### config.mk
export PLATFORM = sky130hd
export DESIGN_NAME = pida_cell
export DESIGN_NICKNAME = d
export VERILOG_FILES = /design/src/rtl/core/pida_pkg.sv /design/src/rtl/core/pida_cell.sv
export SDC_FILE = /design/constraint.sdc
export NUM_CORES = 1
export LEC_CHECK = 0
export ABC_AREA = 1
export BUFFER_PORTS_ARGS = -buffer_cell sky130_fd_sc_hd__buf_2
export CAP_MARGIN = 20
export CORE_UTILIZATION = 41
export CTS_CLUSTER_SIZE = 30
export DETAILED_ROUTE_END_ITERATION = 7
export GPL_TIMING_DRIVEN = 0
export PLACE_DENSITY_LB_ADDON = 0.3
export REMOVE_ABC_BUFFERS = 1
export SYNTH_ARGS = -nofsm -noshare
export SYNTH_HDL_FRONTEND = slang
export SYNTH_SLANG_ARGS = --single-unit
### constraint.sdc
create_clock -name clk_i -period 3.4 [get_ports clk_i]
set_input_delay 0.51 -clock clk_i [delete_from_list [all_inputs] [get_ports clk_i]]
set_output_delay 0.51 -clock clk_i [all_outputs]
set_load 0.01 [all_outputs]
### src/rtl/core/pida_pkg.sv
// ----------------------------------------------------------------------------
// pida_pkg - shared definitions for the positional insert/delete array
// Sizes, action and status codes, and the command struct that is broadcast
// to every cell of the chain.
// ----------------------------------------------------------------------------
package pida_pkg;

  localparam int unsigned CAPACITY = 64;
  localparam int unsigned DataW    = 32;
  localparam int unsigned PosW     = 7;
  localparam int unsigned ActW     = 2;
  localparam int unsigned StatW    = 2;
  localparam int unsigned IdxW     = (CAPACITY > 1) ? $clog2(CAPACITY) : 1;

  // action codes
  localparam logic [ActW-1:0] ACT_INS  = 2'd0;
  localparam logic [ActW-1:0] ACT_DEL  = 2'd1;
  localparam logic [ActW-1:0] ACT_READ = 2'd2;

  // status codes
  localparam logic [StatW-1:0] ST_OK     = 2'd0;
  localparam logic [StatW-1:0] ST_BADPOS = 2'd1;
  localparam logic [StatW-1:0] ST_EMPTY  = 2'd2;
  localparam logic [StatW-1:0] ST_FULL   = 2'd3;

  typedef enum logic [1:0] {
    CMD_HOLD = 2'd0,
    CMD_INS  = 2'd1,
    CMD_DEL  = 2'd2,
    CMD_ROT  = 2'd3
  } cmd_e;

  typedef struct packed {
    cmd_e               op;
    logic [PosW-1:0]    pos;
    logic [PosW-1:0]    cnt;
    logic [DataW-1:0]   value;
  } cmd_t;

endpackage

### src/rtl/core/pida_cell.sv
// ----------------------------------------------------------------------------
// pida_cell - one storage cell of the entry chain
// Holds one entry and, per the broadcast command, keeps it, loads the new
// value, or takes the word of its lower or upper neighbor or of the head.
// ----------------------------------------------------------------------------
module pida_cell (
  input  logic                          clk_i,
  input  pida_pkg::cmd_t                cmd_i,
  input  logic [pida_pkg::IdxW-1:0]     idx_i,
  input  logic [pida_pkg::DataW-1:0]    left_i,
  input  logic [pida_pkg::DataW-1:0]    right_i,
  input  logic [pida_pkg::DataW-1:0]    head_i,
  output logic [pida_pkg::DataW-1:0]    data_o
);

  logic [pida_pkg::DataW-1:0] data_q, data_d;
  logic [pida_pkg::PosW-1:0]  idx_ext;
  logic [pida_pkg::PosW-1:0]  idx_nxt;

  assign idx_ext = pida_pkg::PosW'(idx_i);
  assign idx_nxt = idx_ext + pida_pkg::PosW'(1);

  always_comb begin
    data_d = data_q;
    case (cmd_i.op)
      pida_pkg::CMD_INS: begin
        if (idx_ext == cmd_i.pos) begin
          data_d = cmd_i.value;
        end else if (idx_ext > cmd_i.pos) begin
          data_d = left_i;
        end
      end
      pida_pkg::CMD_DEL: begin
        if (idx_ext >= cmd_i.pos) begin
          data_d = right_i;
        end
      end
      pida_pkg::CMD_ROT: begin
        // rotate the occupied part by one; the head wraps to the top entry
        if (idx_nxt == cmd_i.cnt) begin
          data_d = head_i;
        end else if (idx_nxt < cmd_i.cnt) begin
          data_d = right_i;
        end
      end
      default: data_d = data_q;
    endcase
  end

  always_ff @(posedge clk_i) begin
    data_q <= data_d;
  end

  assign data_o = data_q;

endmodule

==> results by group <==
Run status
  – Outcome: finished, final reports clean

Layout
  – Most frequent cells in the layout: 182 x buf_2, 120 x nand2_1, 100 x nand3_1
  – Max reg flops: 32
  – Most common cell after layout, fill and taps aside: buf_2
  – Final core utilization: 56.9%
  – Final nets: 814
  – Syn-to-layout area delta: 34.2%
  – Layout cells sized above 1: 32.3%
  – Fin cells: ~750
  – Diodes inserted: 0

Floorplan
  – Die width: 91.4 um
  – Die Ht: slightly above 90 um
  – Row cnt: 32
  – Initial Util: between 40% and 50%
  – Die area: around 0.0083 mm^2
  – Io pins: roughly 180
  – Core footprint: between 0.007 and 0.008 mm^2

Drt
  – Met2 wire len: 5620 um
  – Drt pass-1 iters: 5
  – Residual DRC: 0
  – DRT Wirelength: 11,200 um
  – DR vias: 3,853
  – Post-route ant nets: 0
  – Drt wl/cell: 14.9 um
  – Iter 0 DRT Violations: around 230
  – Uppermost layer routed: met4
  – Via-to-Cell Ratio: 5.14
  – DRT met1 WL: 4360 um
  – Met3 WL: 948 um

Timing
  – Period minus WS final: between 3 and 4 ns
  – Final setup violating endpoints: 0
  – Relative slew margins: 34.4%
  – Hold Worst Slack: 0.524 ns
  – F_max: 314 MHz
  – Worst Tran Pin Value: 0.982 ns
  – Final Hold Violating Endpoints: 0
  – Final Max Slew Viols: 0
  – Unrepaired setup endpoints after global routing: no
  – Part of the cycle the worst path needs: 93.6%

Global routing
  – First-pass GRT wire length: 16,700 um
  – All-Layer GR Usage: 25.6%
  – Gr ovfl total: 0
  – Initial antenna violation count: 0
  – Vias in the first global route: 3,684
  – Largest net degree at the start of global routing: 36

Pwr
  – P_sw: 461 uW
  – Pwr dens: 322 mW/mm^2
  – Net Sw Frac: roughly 33%
  – Max IR drop VDD: 168 uV
  – Total Power: approximately 1400 uW
  – Seq pwr share: roughly two fifths
  – Leak: 0.00246 uW
  – Clock network power share: 26.1%
  – Int Power: about 950 uW
  – Comb pwr share: 35.6%

Placement
  – Port bufs: ~180
  – Placed insts: 732
  – Hpwl dp: 6940 um
  – GP Congestion: 0.837

Yosys
  – Yosys reg bits: 32
  – Netlist cell types: 17
  – Syn. warnings: 0
  – Synthesized cell area: roughly 0.0033 mm^2
  – Avg Cell Area, Syn: 6.89 um^2
  – Cell count after synthesis: 475
  – Sequential area share after synthesis: 29.3%

Clocking
  – TritonCTS buffer count: 5
  – CTS tree: built
  – H-tree levels: 2
  – CTS root buffer: clkbuf_8
  – Clock slew at the register clock pins of the worst setup and hold paths: 0.08 ns
  – Clock Path Buffers: 2
  – Post-CTS Hold Buffers: 0
  – Clock Sinks: 32

Setup path
  – Worst Path Class, Setup: in2reg
  – Crit start category: primary input
  – Worst Path Required: 3.39 ns
  – Worst endpoint data arrival time: ~3.2 ns
  – CP Max Fanout: 33
  – Worst-path cell chain: buf_2, ha_1, nand2_1, nor2_4, nand2_4, nand3_1, nand2_1, nor2_4, buf_16
  – Max incr delay on CP: 0.72 ns
  – Top Family by Delay on Critical Path: simple AND/OR/NAND/NOR gates
  – Buf+Inv Stages, Crit Path: 2
  – Crit end category: flip-flop
  – CP max-delay cell: nor2_4

Run
  – MaxCap Viol Count: 0

Worst hold path
  – Hold crit path type: in2reg
[cell families after synthesis]
| group | count (synthesis) | share of synthesized area, % |
|---|---|---|
| DFF | 32 | 29.3 |
| buffers and inverters | 121 | 15.7 |
| xor gates and xnor gates | 4 | 1.07 |
| adders and majority gates | 17 | 6.50 |
| AOI/OAI and AO/OA | 5 | 0.764 |
| and+or+nand+nor | 296 | 46.7 |
[repair_timing]
| item | in CTS | in global routing |
|---|---|---|
| pin swaps | 2 | 2 |
| gates resized for setup | 1 | 0 |
| gates cloned | 2 | 1 |
| endpoints found under the setup margin | 32 | 20 |
| setup buffers | 1 | 5 |
[cells in the mapped netlist]
library cell	number	area, um^2
inv_1	92	345
nand2_4	1	11.3
a21oi_1	5	25.0
nor3b_1	1	7.51
nand2_2	1	6.26
nor2_1	3	11.3
ha_1	17	213
nand3_1	100	500
nor2_4	4	45.0
xor2_1	4	35.0
buf_2	17	85.1
clkbuf_1	5	18.8
buf_4	4	30.0
nand3b_1	66	495
edfxtp_1	32	961
nand2_1	120	450
buf_6	3	33.8
[layout make-up]
type	count	area [um^2]
repair buffers	190	1010
inverters	92	345
multi-input cells	325	1840
fillers	747	3330
well taps	102	128
clock buffers	6	72.6
flip-flops and latches	32	961
clock inverters	2	35.0
[path summary, 6_finish.rpt]
kind,from,end,slack (ns),depth (start not counted)
setup / recovery,idx_i[4],data_o[9],0.22,9
hold / removal,right_i[26],data_o[26],0.52,3
[power groups by stage]
stage	clock, uW	sequential (uW)	combinational (uW)
finish	369	542	504
global route	390	549	552
CTS	378	543	491
detailed placement	0	551	476
global placement	0	551	450
floorplan	0	597	193
[per-layer routing]
layer  GRT usage (%)  vias to the layer above
met4            12.8                        0
met3            5.11                       18
met1            27.6                     1754
li1                -                     1877
met5               0                        -
met2            47.3                      204
[per-stage QoR]
step | setup slack [ns] | area, um^2 | TNS [ns]
floorplan | -0.628 | 3110 | -20.11
global placement | -2.21 | 4150 | -87.30
detailed placement | -0.617 | 4220 | -17.65
CTS | 0.0714 | 4350 | 0
global route | 0.0471 | 4390 | 0
finish | 0.217 | 4390 | 0
(Power assumes the default switching activity.)
